### src/hdl/hspd_pkg.sv
// Shared types, constants and helpers for the header-sync packet deframer.
`default_nettype none
package hspd_pkg;

  localparam int unsigned WordDepth = 15;
  localparam int unsigned WidxW     = $clog2(WordDepth);
  localparam int unsigned QDepth    = 2;
  localparam int unsigned QPtrW     = $clog2(QDepth);

  localparam logic [7:0]  HdrS   = 8'h73;
  localparam logic [7:0]  HdrN   = 8'h6E;
  localparam logic [7:0]  HdrP   = 8'h70;
  localparam logic [15:0] HdrSum = 16'h0151;

  typedef logic [WidxW-1:0] widx_t;

  typedef struct packed {
    logic [7:0] ptype;
    logic [7:0] paddr;
    logic [3:0] nwords;
  } job_t;

  typedef struct packed {
    logic        en;
    widx_t       idx;
    logic [31:0] data;
  } wr_t;

  // payload byte count from the type byte: 0, 4 or 4*count
  function automatic logic [5:0] data_len(input logic [7:0] pt);
    logic [5:0] len;
    begin
      if (!pt[7]) begin
        len = 6'd0;
      end else if (pt[6]) begin
        len = {pt[5:2], 2'b00};
      end else begin
        len = 6'd4;
      end
      return len;
    end
  endfunction

endpackage
`default_nettype wire

### src/hdl/hspd_if.sv
// Valid/ready channel interfaces for input bytes, results and configuration.
`default_nettype none
interface hspd_in_if;
  logic       valid;
  logic       ready;
  logic [7:0] rx_byte;
  logic       buffer_end;
  modport source  (output valid, rx_byte, buffer_end, input ready);
  modport sink    (input valid, rx_byte, buffer_end, output ready);
  modport monitor (input valid, ready, rx_byte, buffer_end);
endinterface

interface hspd_out_if;
  logic        valid;
  logic        ready;
  logic [7:0]  frame_type;
  logic [7:0]  packet_address;
  logic [3:0]  word_count;
  logic [3:0]  word_index;
  logic [31:0] data_word;
  logic        has_word;
  logic        last;
  modport source (output valid, frame_type, packet_address, word_count, word_index,
                  data_word, has_word, last, input ready);
  modport sink   (input valid, frame_type, packet_address, word_count, word_index,
                  data_word, has_word, last, output ready);
  modport monitor (input valid, ready, frame_type, packet_address, word_count,
                   word_index, data_word, has_word, last);
endinterface

interface hspd_cfg_if;
  logic       valid;
  logic       ready;
  logic [7:0] match_address;
  modport source  (output valid, match_address, input ready);
  modport sink    (input valid, match_address, output ready);
  modport monitor (input valid, ready, match_address);
endinterface
`default_nettype wire

### src/hdl/hspd_front.sv
// Front end: header hunt, packet parse, checksum, word assembly and job push.
`default_nettype none
module hspd_front import hspd_pkg::*; (
  input  logic       clk,
  input  logic       rst_n,
  input  logic       in_valid,
  output logic       in_ready,
  input  logic [7:0] rx_byte,
  input  logic       buffer_end,
  input  logic       cfg_valid,
  output logic       cfg_ready,
  input  logic [7:0] cfg_match_address,
  input  logic       back_busy,
  input  logic       q_full,
  output logic       push,
  output job_t       job,
  output wr_t        wr
);

  typedef enum logic [6:0] {
    PH_HUNT   = 7'b0000001,
    PH_TYPE   = 7'b0000010,
    PH_ADDR   = 7'b0000100,
    PH_DATA   = 7'b0001000,
    PH_CKHI   = 7'b0010000,
    PH_CKLO   = 7'b0100000,
    PH_IGNORE = 7'b1000000
  } phase_t;

  phase_t      phase_r, phase_nxt;
  logic [15:0] recent_r, recent_nxt;
  logic [7:0]  type_r, type_nxt;
  logic [7:0]  addr_r, addr_nxt;
  logic [5:0]  cnt_r, cnt_nxt;
  logic [15:0] sum_r, sum_nxt;
  logic [7:0]  ckhi_r, ckhi_nxt;
  logic [23:0] asm_r, asm_nxt;
  logic [7:0]  match_r;

  logic        acc;
  logic [5:0]  len;
  logic [5:0]  cnt_inc;
  logic [15:0] sum_add;

  assign cfg_ready = 1'b1;
  // data bytes wait while the back end still reads the word store
  assign in_ready  = !((phase_r == PH_DATA) && back_busy) && !((phase_r == PH_CKLO) && q_full);
  assign acc       = in_valid && in_ready;
  assign len       = data_len(type_r);
  assign cnt_inc   = cnt_r + 6'd1;
  assign sum_add   = sum_r + {8'h00, rx_byte};
  assign job       = '{ptype: type_r, paddr: addr_r, nwords: len[5:2]};

  always_comb begin
    phase_nxt  = phase_r;
    recent_nxt = recent_r;
    type_nxt   = type_r;
    addr_nxt   = addr_r;
    cnt_nxt    = cnt_r;
    sum_nxt    = sum_r;
    ckhi_nxt   = ckhi_r;
    asm_nxt    = asm_r;
    push       = 1'b0;
    wr.en      = 1'b0;
    wr.idx     = cnt_r[5:2];
    wr.data    = {asm_r, rx_byte};
    if (acc) begin
      unique case (phase_r)
        PH_HUNT: begin
          if ((recent_r == {HdrS, HdrN}) && (rx_byte == HdrP)) begin
            phase_nxt = PH_TYPE;
            sum_nxt   = HdrSum;
          end
          recent_nxt = {recent_r[7:0], rx_byte};
        end
        PH_TYPE: begin
          type_nxt  = rx_byte;
          sum_nxt   = sum_add;
          phase_nxt = PH_ADDR;
        end
        PH_ADDR: begin
          addr_nxt = rx_byte;
          sum_nxt  = sum_add;
          cnt_nxt  = 6'd0;
          if (rx_byte != match_r) begin
            phase_nxt = PH_IGNORE;
          end else if (len == 6'd0) begin
            phase_nxt = PH_CKHI;
          end else begin
            phase_nxt = PH_DATA;
          end
        end
        PH_DATA: begin
          asm_nxt = {asm_r[15:0], rx_byte};
          wr.en   = (cnt_r[1:0] == 2'b11);
          sum_nxt = sum_add;
          cnt_nxt = cnt_inc;
          if (cnt_inc >= len) begin
            phase_nxt = PH_CKHI;
          end
        end
        PH_CKHI: begin
          ckhi_nxt  = rx_byte;
          phase_nxt = PH_CKLO;
        end
        PH_CKLO: begin
          push      = ({ckhi_r, rx_byte} == sum_r);
          phase_nxt = PH_IGNORE;
        end
        PH_IGNORE: begin
          phase_nxt = PH_IGNORE;
        end
        default: begin
          phase_nxt = PH_IGNORE;
        end
      endcase
      if (buffer_end) begin
        phase_nxt  = PH_HUNT;
        recent_nxt = 16'h0000;
      end
    end
  end

  always_ff @(posedge clk) begin
    if (!rst_n) begin
      phase_r  <= PH_HUNT;
      recent_r <= '0;
      type_r   <= '0;
      addr_r   <= '0;
      cnt_r    <= '0;
      sum_r    <= '0;
      ckhi_r   <= '0;
      match_r  <= '0;
    end else begin
      phase_r  <= phase_nxt;
      recent_r <= recent_nxt;
      type_r   <= type_nxt;
      addr_r   <= addr_nxt;
      cnt_r    <= cnt_nxt;
      sum_r    <= sum_nxt;
      ckhi_r   <= ckhi_nxt;
      if (cfg_valid && cfg_ready) begin
        match_r <= cfg_match_address;
      end
    end
  end

  always_ff @(posedge clk) begin
    asm_r <= asm_nxt;
  end

endmodule
`default_nettype wire

### src/hdl/hspd_job_queue.sv
// Short FIFO of accepted-packet jobs between front and back ends.
`default_nettype none
module hspd_job_queue import hspd_pkg::*; (
  input  logic clk,
  input  logic rst_n,
  input  logic push,
  input  job_t push_job,
  input  logic pop,
  output job_t head_job,
  output logic empty,
  output logic full
);

  localparam logic [QPtrW:0] CntFull = QPtrW'(QDepth) == '0 ? (QPtrW+1)'(QDepth)
                                                             : (QPtrW+1)'(QDepth);

  job_t             entry_r [QDepth];
  logic [QPtrW-1:0] wp_r, rp_r;
  logic [QPtrW:0]   cnt_r;
  logic             do_push, do_pop;

  assign empty    = (cnt_r == '0);
  assign full     = (cnt_r == CntFull);
  assign do_push  = push && !full;
  assign do_pop   = pop && !empty;
  assign head_job = entry_r[rp_r];

  always_ff @(posedge clk) begin
    if (!rst_n) begin
      wp_r  <= '0;
      rp_r  <= '0;
      cnt_r <= '0;
    end else begin
      if (do_push) begin
        wp_r <= (wp_r == QPtrW'(QDepth - 1)) ? '0 : wp_r + 1'b1;
      end
      if (do_pop) begin
        rp_r <= (rp_r == QPtrW'(QDepth - 1)) ? '0 : rp_r + 1'b1;
      end
      unique case ({do_push, do_pop})
        2'b10:   cnt_r <= cnt_r + 1'b1;
        2'b01:   cnt_r <= cnt_r - 1'b1;
        default: cnt_r <= cnt_r;
      endcase
    end
  end

  always_ff @(posedge clk) begin
    if (do_push) begin
      entry_r[wp_r] <= push_job;
    end
  end

endmodule
`default_nettype wire

### src/hdl/hspd_back.sv
// Back end: word store and result sequencer with registered output.
`default_nettype none
module hspd_back import hspd_pkg::*; (
  input  logic        clk,
  input  logic        rst_n,
  input  wr_t         wr,
  input  logic        q_empty,
  input  job_t        q_job,
  output logic        pop,
  output logic        busy,
  output logic        out_valid,
  input  logic        out_ready,
  output logic [7:0]  frame_type,
  output logic [7:0]  packet_address,
  output logic [3:0]  word_count,
  output logic [3:0]  word_index,
  output logic [31:0] data_word,
  output logic        has_word,
  output logic        last
);

  typedef enum logic [3:0] {
    S_IDLE = 4'b0001,
    S_READ = 4'b0010,
    S_LOAD = 4'b0100,
    S_EMIT = 4'b1000
  } state_t;

  logic [31:0] mem [WordDepth];
  logic [31:0] rd_r;

  state_t      state_r, state_nxt;
  job_t        job_r, job_nxt;
  widx_t       k_r, k_nxt;
  logic        valid_r, valid_nxt;
  logic [7:0]  type_r, type_nxt;
  logic [7:0]  addr_r, addr_nxt;
  logic [3:0]  wc_r, wc_nxt;
  logic [3:0]  wi_r, wi_nxt;
  logic [31:0] data_r, data_nxt;
  logic        has_r, has_nxt;
  logic        last_r, last_nxt;

  always_ff @(posedge clk) begin
    if (wr.en) begin
      mem[wr.idx] <= wr.data;
    end
    rd_r <= mem[k_r];
  end

  assign busy = !q_empty || (state_r != S_IDLE);

  always_comb begin
    state_nxt = state_r;
    job_nxt   = job_r;
    k_nxt     = k_r;
    valid_nxt = valid_r;
    type_nxt  = type_r;
    addr_nxt  = addr_r;
    wc_nxt    = wc_r;
    wi_nxt    = wi_r;
    data_nxt  = data_r;
    has_nxt   = has_r;
    last_nxt  = last_r;
    pop       = 1'b0;
    unique case (state_r)
      S_IDLE: begin
        if (!q_empty) begin
          pop       = 1'b1;
          job_nxt   = q_job;
          k_nxt     = '0;
          state_nxt = (q_job.nwords == 4'd0) ? S_LOAD : S_READ;
        end
      end
      S_READ: begin
        state_nxt = S_LOAD;
      end
      S_LOAD: begin
        valid_nxt = 1'b1;
        type_nxt  = job_r.ptype;
        addr_nxt  = job_r.paddr;
        wc_nxt    = job_r.nwords;
        wi_nxt    = k_r;
        has_nxt   = (job_r.nwords != 4'd0);
        data_nxt  = (job_r.nwords != 4'd0) ? rd_r : 32'h0;
        last_nxt  = (job_r.nwords == 4'd0) || ((k_r + 4'd1) == job_r.nwords);
        state_nxt = S_EMIT;
      end
      S_EMIT: begin
        if (out_ready) begin
          valid_nxt = 1'b0;
          if (last_r) begin
            state_nxt = S_IDLE;
          end else begin
            k_nxt     = k_r + 1'b1;
            state_nxt = S_READ;
          end
        end
      end
      default: begin
        state_nxt = S_IDLE;
        valid_nxt = 1'b0;
      end
    endcase
  end

  always_ff @(posedge clk) begin
    if (!rst_n) begin
      state_r <= S_IDLE;
      valid_r <= 1'b0;
      k_r     <= '0;
    end else begin
      state_r <= state_nxt;
      valid_r <= valid_nxt;
      k_r     <= k_nxt;
    end
  end

  always_ff @(posedge clk) begin
    job_r  <= job_nxt;
    type_r <= type_nxt;
    addr_r <= addr_nxt;
    wc_r   <= wc_nxt;
    wi_r   <= wi_nxt;
    data_r <= data_nxt;
    has_r  <= has_nxt;
    last_r <= last_nxt;
  end

  assign out_valid      = valid_r;
  assign frame_type     = type_r;
  assign packet_address = addr_r;
  assign word_count     = wc_r;
  assign word_index     = wi_r;
  assign data_word      = data_r;
  assign has_word       = has_r;
  assign last           = last_r;

endmodule
`default_nettype wire

### src/hdl/header_sync_packet_deframer_unit.sv
// Header-sync packet deframer top level: front parser, job queue, back sequencer.
// With the back end idle, the first result follows the low checksum byte through the
// job queue and the back-end idle, read and load states; a dataless packet skips read.
// Throughput: one byte per cycle; data bytes wait while an earlier packet drains and the
// low checksum byte waits on a full job queue; words are read, loaded, then emitted.
// Reset: synchronous active-low rst_n clears control state and match_address only.
`default_nettype none
module header_sync_packet_deframer_unit import hspd_pkg::*; (
  input  logic       clk,
  input  logic       rst_n,
  hspd_in_if.sink    in_ch,
  hspd_out_if.source out_ch,
  hspd_cfg_if.sink   cfg_ch
);

  logic busy;
  logic q_full;
  logic q_empty;
  logic push;
  logic pop;
  job_t push_job;
  job_t head_job;
  wr_t  wr;

  hspd_front u_front (
    .clk               (clk),
    .rst_n             (rst_n),
    .in_valid          (in_ch.valid),
    .in_ready          (in_ch.ready),
    .rx_byte           (in_ch.rx_byte),
    .buffer_end        (in_ch.buffer_end),
    .cfg_valid         (cfg_ch.valid),
    .cfg_ready         (cfg_ch.ready),
    .cfg_match_address (cfg_ch.match_address),
    .back_busy         (busy),
    .q_full            (q_full),
    .push              (push),
    .job               (push_job),
    .wr                (wr)
  );

  hspd_job_queue u_queue (
    .clk      (clk),
    .rst_n    (rst_n),
    .push     (push),
    .push_job (push_job),
    .pop      (pop),
    .head_job (head_job),
    .empty    (q_empty),
    .full     (q_full)
  );

  hspd_back u_back (
    .clk            (clk),
    .rst_n          (rst_n),
    .wr             (wr),
    .q_empty        (q_empty),
    .q_job          (head_job),
    .pop            (pop),
    .busy           (busy),
    .out_valid      (out_ch.valid),
    .out_ready      (out_ch.ready),
    .frame_type     (out_ch.frame_type),
    .packet_address (out_ch.packet_address),
    .word_count     (out_ch.word_count),
    .word_index     (out_ch.word_index),
    .data_word      (out_ch.data_word),
    .has_word       (out_ch.has_word),
    .last           (out_ch.last)
  );

endmodule
`default_nettype wire

### src/flat_wrapper.sv
// flat-port wrapper written by rule: the top's interface ports become plain ports
module header_sync_packet_deframer_unit_flat import hspd_pkg::*;
  (clk, rst_n, in_ch_valid, in_ch_rx_byte, in_ch_buffer_end, in_ch_ready, out_ch_valid, out_ch_frame_type, out_ch_packet_address, out_ch_word_count, out_ch_word_index, out_ch_data_word, out_ch_has_word, out_ch_last, out_ch_ready, cfg_ch_valid, cfg_ch_match_address, cfg_ch_ready);
  hspd_in_if in_ch_i ();
  hspd_out_if out_ch_i ();
  hspd_cfg_if cfg_ch_i ();
  input  logic clk;
  input  logic rst_n;
  input wire logic [$bits(in_ch_i.valid)-1:0] in_ch_valid;
  input wire logic [$bits(in_ch_i.rx_byte)-1:0] in_ch_rx_byte;
  input wire logic [$bits(in_ch_i.buffer_end)-1:0] in_ch_buffer_end;
  output wire logic [$bits(in_ch_i.ready)-1:0] in_ch_ready;
  output wire logic [$bits(out_ch_i.valid)-1:0] out_ch_valid;
  output wire logic [$bits(out_ch_i.frame_type)-1:0] out_ch_frame_type;
  output wire logic [$bits(out_ch_i.packet_address)-1:0] out_ch_packet_address;
  output wire logic [$bits(out_ch_i.word_count)-1:0] out_ch_word_count;
  output wire logic [$bits(out_ch_i.word_index)-1:0] out_ch_word_index;
  output wire logic [$bits(out_ch_i.data_word)-1:0] out_ch_data_word;
  output wire logic [$bits(out_ch_i.has_word)-1:0] out_ch_has_word;
  output wire logic [$bits(out_ch_i.last)-1:0] out_ch_last;
  input wire logic [$bits(out_ch_i.ready)-1:0] out_ch_ready;
  input wire logic [$bits(cfg_ch_i.valid)-1:0] cfg_ch_valid;
  input wire logic [$bits(cfg_ch_i.match_address)-1:0] cfg_ch_match_address;
  output wire logic [$bits(cfg_ch_i.ready)-1:0] cfg_ch_ready;
  assign in_ch_i.valid = in_ch_valid;
  assign in_ch_i.rx_byte = in_ch_rx_byte;
  assign in_ch_i.buffer_end = in_ch_buffer_end;
  assign in_ch_ready = in_ch_i.ready;
  assign out_ch_valid = out_ch_i.valid;
  assign out_ch_frame_type = out_ch_i.frame_type;
  assign out_ch_packet_address = out_ch_i.packet_address;
  assign out_ch_word_count = out_ch_i.word_count;
  assign out_ch_word_index = out_ch_i.word_index;
  assign out_ch_data_word = out_ch_i.data_word;
  assign out_ch_has_word = out_ch_i.has_word;
  assign out_ch_last = out_ch_i.last;
  assign out_ch_i.ready = out_ch_ready;
  assign cfg_ch_i.valid = cfg_ch_valid;
  assign cfg_ch_i.match_address = cfg_ch_match_address;
  assign cfg_ch_ready = cfg_ch_i.ready;
  header_sync_packet_deframer_unit u_core (.clk(clk), .rst_n(rst_n), .in_ch(in_ch_i), .out_ch(out_ch_i), .cfg_ch(cfg_ch_i));
endmodule
### config.mk
export PLATFORM = sky130hd
export DESIGN_NAME = header_sync_packet_deframer_unit_flat
export DESIGN_NICKNAME = d
export VERILOG_FILES = /design/src/hdl/hspd_pkg.sv /design/src/hdl/hspd_if.sv /design/src/hdl/hspd_front.sv /design/src/hdl/hspd_job_queue.sv /design/src/hdl/hspd_back.sv /design/src/hdl/header_sync_packet_deframer_unit.sv /design/src/flat_wrapper.sv
export SDC_FILE = /design/constraint.sdc
export NUM_CORES = 1
export LEC_CHECK = 0
export ABC_AREA = 0
export BUFFER_PORTS_ARGS = -buffer_cell sky130_fd_sc_hd__buf_4
export CAP_MARGIN = 20
export CORE_MARGIN = 4
export CORE_UTILIZATION = 55
export CTS_CLUSTER_DIAMETER = 120
export DETAILED_ROUTE_END_ITERATION = 10
export PLACE_DENSITY = 0.79
export REMOVE_ABC_BUFFERS = 1
export SLEW_MARGIN = 5
export SYNTH_ARGS = -nofsm -noshare
export SYNTH_HDL_FRONTEND = slang
export SYNTH_SLANG_ARGS = --single-unit
### constraint.sdc
create_clock -name clk -period 5.4 [get_ports clk]
set_input_delay 0.27 -clock clk [delete_from_list [all_inputs] [get_ports clk]]
set_output_delay 0.27 -clock clk [all_outputs]
set_load 0.03 [all_outputs]
# Yosys cells after proc, flatten, opt, wreduce, memory -nomap -nowiden

Memories as Yosys holds them, arrays and structs flattened. A register that Yosys moved wholly into a read port is not among the register bits.
Cells that the tools add are included.
W data, S select, Z words.

Register bits: 192
RAM bits: 520
Logic and storage cells: 139
Memories: 2

Memories:

| memory                 | words | bits a word | read ports | clocked after memory_dff | write ports | RTL line             | source |
|---|---|---|---|---|---|---|---|
| u_core.u_back.mem      | 15    | 32          | 1          | 1                        | 1           | hspd_back.sv:29      | `logic [31:0] mem [WordDepth];` |
| u_core.u_queue.entry_r | 2     | 20          | 1          | 1                        | 1           | hspd_job_queue.sv:17 | `job_t entry_r [QDepth];` |

Add/subtract/negate cells: 7
Magnitude comparators: 1
Equality and inequality tests: 26
Muxes and demuxes: 39
Bitwise logic cells: 2
Reduce and logical (&&, ||, !) cells: 37

Operator list:

| operator               | count |
|---|---|
| $mux W16               | 3 |
| $pmux W7 S5            | 1 |
| $pmux W16 S2           | 1 |
| $mux W7                | 4 |
| $mux W4                | 5 |
| $reduce_and A2 Y1      | 9 |
| $add A16 B8 Y16        | 1 |
| $eq A16 B15 Y1 const B | 1 |
| $eq A16 B16 Y1         | 1 |
| $pmux W4 S4            | 1 |
| $mux W1                | 15 |
| $mux W6                | 2 |
| $pmux W6 S2            | 1 |
| $reduce_bool A2 Y1     | 5 |
| $eq A8 B7 Y1 const B   | 1 |
| $logic_not A4 Y1       | 2 |
| $ne A2 B2 Y1 const B   | 4 |
| $ne A8 B8 Y1           | 1 |
| $pmux W4 S2            | 1 |
| $eq A7 B1 Y1 const B   | 1 |
| $eq A7 B2 Y1 const B   | 1 |
| $eq A7 B3 Y1 const B   | 1 |
| $eq A7 B4 Y1 const B   | 1 |
| $eq A7 B5 Y1 const B   | 1 |
| other kinds (33)       | 48 |

# Longest topological paths before layout

Depth after elaboration: 11
Gate-level depth with buffers: 10
Mapped depth without buffers: 9

# Modules after synthesis

From an unflattened synthesis, not the netlist that was laid out.

Cells, all modules: 1644
Area, all modules: 28612.4 µm²

Modules (own cells, without submodules):

| module         | times used | cells each | area each (µm²) | sequential area each (µm²) |
|---|---|---|---|---|
| hspd_back      | 1          | 1070       | 22046.1         | 17576.9 |
| hspd_front     | 1          | 486        | 4893.4          | 2262.2 |
| hspd_job_queue | 1          | 88         | 1672.9          | 1301.2 |

# Worst setup path before layout

No wires, ideal clock.

Kind: register -> register
Start: reg u_core.u_back.state_r[1]
End: mem u_core.u_back.mem[5][0], enable pin
Library setup time: 0.421 ns
Arrival: 4.588 ns
Required time: 4.979 ns
Slack: 0.391 ns
Cell stages (with the launch flop): 7
Buffers on the path: 1
Period minus slack after synthesis: 5.009 ns
Cells stage by stage: dfxtp_1 buf_2 nor4b_4 nand2_1 nor4b_2 nand3b_1 nor2_1

Word-level cells in the longest chain between the ends: 9

RTL lines:

| item                          | RTL line         | source |
|---|---|---|
| from (decl)                   | hspd_back.sv:32  | `state_t state_r, state_nxt;` |
| from (signal assigned)        | hspd_back.sv:113 | `state_r <= state_nxt;` |
| $ne A4 B1 Y1                  | hspd_back.sv:51  | `assign busy = !q_empty \|\| (state_r != S_IDLE);` |
| $logic_or A1 B1 Y1            | hspd_back.sv:51  |  |
| $logic_and A1 B1 Y1           | hspd_front.sv:47 | `assign in_ready = !((phase_r == PH_DATA) && back_busy) && !((phase_r == PH_CKLO) && q_full);` |
| $logic_not A1 Y1              | hspd_front.sv:47 |  |
| $logic_and A1 B1 Y1           | hspd_front.sv:47 |  |
| $logic_and A1 B1 Y1           | hspd_front.sv:48 | `assign acc = in_valid && in_ready;` |
| $mux W1                       | hspd_front.sv:67 | `if (acc) begin` |
| $mux W1                       | hspd_back.sv:45  | `if (wr.en) begin` |
| $mux W1 (implied by the code) | hspd_back.sv:46  | `mem[wr.idx] <= wr.data;` |
| to (decl)                     | hspd_back.sv:29  |  |

No other way between the ends.

# Final worst setup path

Start: reg u_core.u_back.state_r[3]
End: mem u_core.u_back.mem[13][13], enable pin

Same word-level chain as after synthesis.

==> impl_metrics.ini <==
[run_status]
outcome = finished clean

[pwr]
swShare = 0.1991
p_leak_nw = 10.59
power_w = 0.01172
p_comb_frac = 0.032
power_density_mw_per_mm2 = 358.7
p_seq_frac = 0.533
power_switching_w = 0.002334
power_frac_clock = 0.436
ir_drop_v = 0.0002671
intPower_w = 0.009388

[global_routing]
grt_remaining_overflow = 0
grt_max_degree = 84
grt_pass1_vias = 14650
antenna_found_initial = 1
grt_pass1_wl_um = 88000
track_usage = 0.2058

[floorplan]
core_area_sq_mm = 0.05058
die-area_sq_mm = 0.05531
dieHeight_um = 235.2
start_util = 0.5612
pin_count = 83
die_width_um = 235.2
num_rows = 82

[final_layout]
syn2layout_area_growth_pct = 15.10
regArea_sq_mm = 0.02115
fin_nets = 1682
stdcell_count = 2373
multi_input_area_sq_mm = 0.007036
nFillCells = 3237
antennaDiodeCount = 0
drive_gt1_frac = 0.2404

[setup_path]
worst_setup_path_end_kind = register
path_max_fanout = 32
path_class = register to register
cp.arrival_ns = 4.05
slowest_stage = nor2_4
r2r_setup_slack_ns = 1.56
crit_top_cell = nor4b_4
cp-start-kind = register
required_ns = 5.62
critPathMaxStageDelay_ns = 0.98
crit_path_cell_trace = nor4b_4 > nand2_1 > nor4b_4 > nand3b_1 > nor2_4

[yosys]
ys_async_sr_fraction = 0
synth.avg_cell_area_sq_um = 18.61
synth.distinct_cells = 75
ys_top_cells_by_count = edfxtp_1 (622), mux4_2 (128), dfxtp_1 (123), mux2i_1 (65), nor2b_1 (57)
synth_edf_count = 622
yosysMostFrequentCell = edfxtp_1
synth.area.top_cells = edfxtp_1 (66%), mux4_2 (10%), dfxtp_1 (8.7%)
ys_seq_elements = 745
synth_top_area_share = 0.6580
synth_sequential_area_ratio = 0.7447
ys.flop_type = edfxtp_1
synth_cells = 1525
yosysTopAreaCell = edfxtp_1
ys_warn_count = 0
synth_area_sq_mm = 0.02839

[routing]
viasPerCell = 6.079
drtPass1Iterations = 5
wl_per_cell_um = 24.76
drc = 0
dr.first_iter.drc_count = 1408
wirelength_um = 58750
postRouteAntennaNets = 0
vias = 14430

[timing]
finalSetupViolCount = 0
slew_violations = 0
max-slew-margin-rel = 0.2782
rsz0062_at_grt = no
final_hold_viol_count = 0
worstMarginPinSlew_ns = 1.080
min_period_over_period = 0.7104
clock_skew_ns = 0.02190
max_freq_mhz = 260.7
fin_crit_ns = 3.836

[clocking]
post-cts-setup-buffers = 0
clk_pin_slew_ns = 0.06
cts_tree = built
worstSkewPairLatency_ns = 0.61
cts_resized = 0
clock_path_buffers = 3
cts-root-buf = clkbuf_16
htreeDepth = 3
cts_buffers = 72
clock-sinks = 745

[place]
gp_congestion = 0.8271
port-buffer-count = 81
dp.cells = 2222
dpl.hpwl_um = 31860

[worst_hold_path]
hold_class = input pin to register

[job]
drv_cap = 0
==> worst paths after layout <==
kind                                 end  cells past startpoint                     start
max            u_core.u_back.mem[13][13]                      5  u_core.u_back.state_r[3]
min            u_core.u_front.phase_r[0]                      3          in_ch_buffer_end
max reg2reg    u_core.u_back.mem[13][13]                      5  u_core.u_back.state_r[3]
min reg2reg  u_core.u_back.frame_type[0]                      0   u_core.u_back.job_r[12]
==> worst max-delay path: cells and delay by family, from the launching register on <==
kind	cells	cell delay, ns
and+or+nand+nor	5	3.02
DFF	1	0.42
==> kinds of logic after synthesis <==
logic type / after synthesis / share of synthesized area
flops: 745 / 0.7447
simple gates: 289 / 0.05884
mux: 213 / 0.1324
compound gates: 144 / 0.03464
buf+inv: 85 / 0.01208
xor+xnor: 32 / 0.009873
fa+ha+maj: 16 / 0.007317
other cells: 1 / 0.0001321
==> power groups by stage <==
stage	Sequential, W	Combinational, W	Clock (W)
2_1_floorplan	0.00640	0.000191	0
3_3_place_gp	0.00636	0.000351	0
3_5_place_dp	0.00636	0.000360	0
4_1_cts	0.00624	0.000370	0.00516
5_1_grt	0.00624	0.000399	0.00543
6_report	0.00624	0.000369	0.00511
==> cell usage in the layout (no fill, tap or decap), types with 17 or more instances in the layout <==
cell / n
edfxtp_1: 622
mux4_2: 128
dfxtp_1: 119
buf_4: 92
clkbuf_16: 76
mux2i_1: 65
nor2b_1: 56
nand2_1: 54
o21ai_0: 52
and2_1: 38
xnor2_1: 27
nor2_1: 24
mux2_2: 20
clkbuf_1: 17
==> final cells by class <==
type / count / share of cell area
inverters: 13 / 0.001493
clock buffers: 99 / 0.06268
repair buffers: 117 / 0.03607
clock inverters: 32 / 0.01141
flip-flops and latches: 745 / 0.6473
multi-input cells: 695 / 0.2153
well taps: 672 / 0.02573
==> sequential cells by signal, summed over array words and instances (netlist names), 16 cells and up, named ones only <==
| name | cells |
|---|---|
| u_core.u_back.rd_r | 32 |
| u_core.u_front.asm_r | 24 |
| u_core.u_back.data_word | 32 |
| u_core.u_front.sum_r | 16 |
| u_core.u_front.recent_r | 16 |
| u_core.u_back.job_r | 20 |
| u_core.u_back.mem | 480 |
| u_core.u_queue.entry_r | 40 |
==> metal layers <==
layer  GRT usage  part of all wire
met1      0.2761              0.39
met2      0.3501              0.52
met3     0.03538             0.068
met4     0.06319             0.023
met5           0                 0
==> through the flow <==
stage	setup slack [ns]	instance area [sq um]	hold WS, ns	utilization	TNS (ns)
3_5_place_dp	1.460	29880	0.4084	0.5908	0
2_1_floorplan	-1.061	28090	0.3462	-	-37.89
5_1_grt	1.359	32680	0.04573	0.6460	0
4_1_cts	1.395	32390	0.005752	0.6405	0
6_report	1.564	32680	0.03451	0.6460	0
3_3_place_gp	1.630	29790	0.4012	0.5889	0
==> repair_timing <==
action,4_1_cts,5_1_grt
hold buffers,9,0
hold endpoints to repair,9,0
endpoints found under the setup margin,0,0
(Power assumes the default switching activity.)
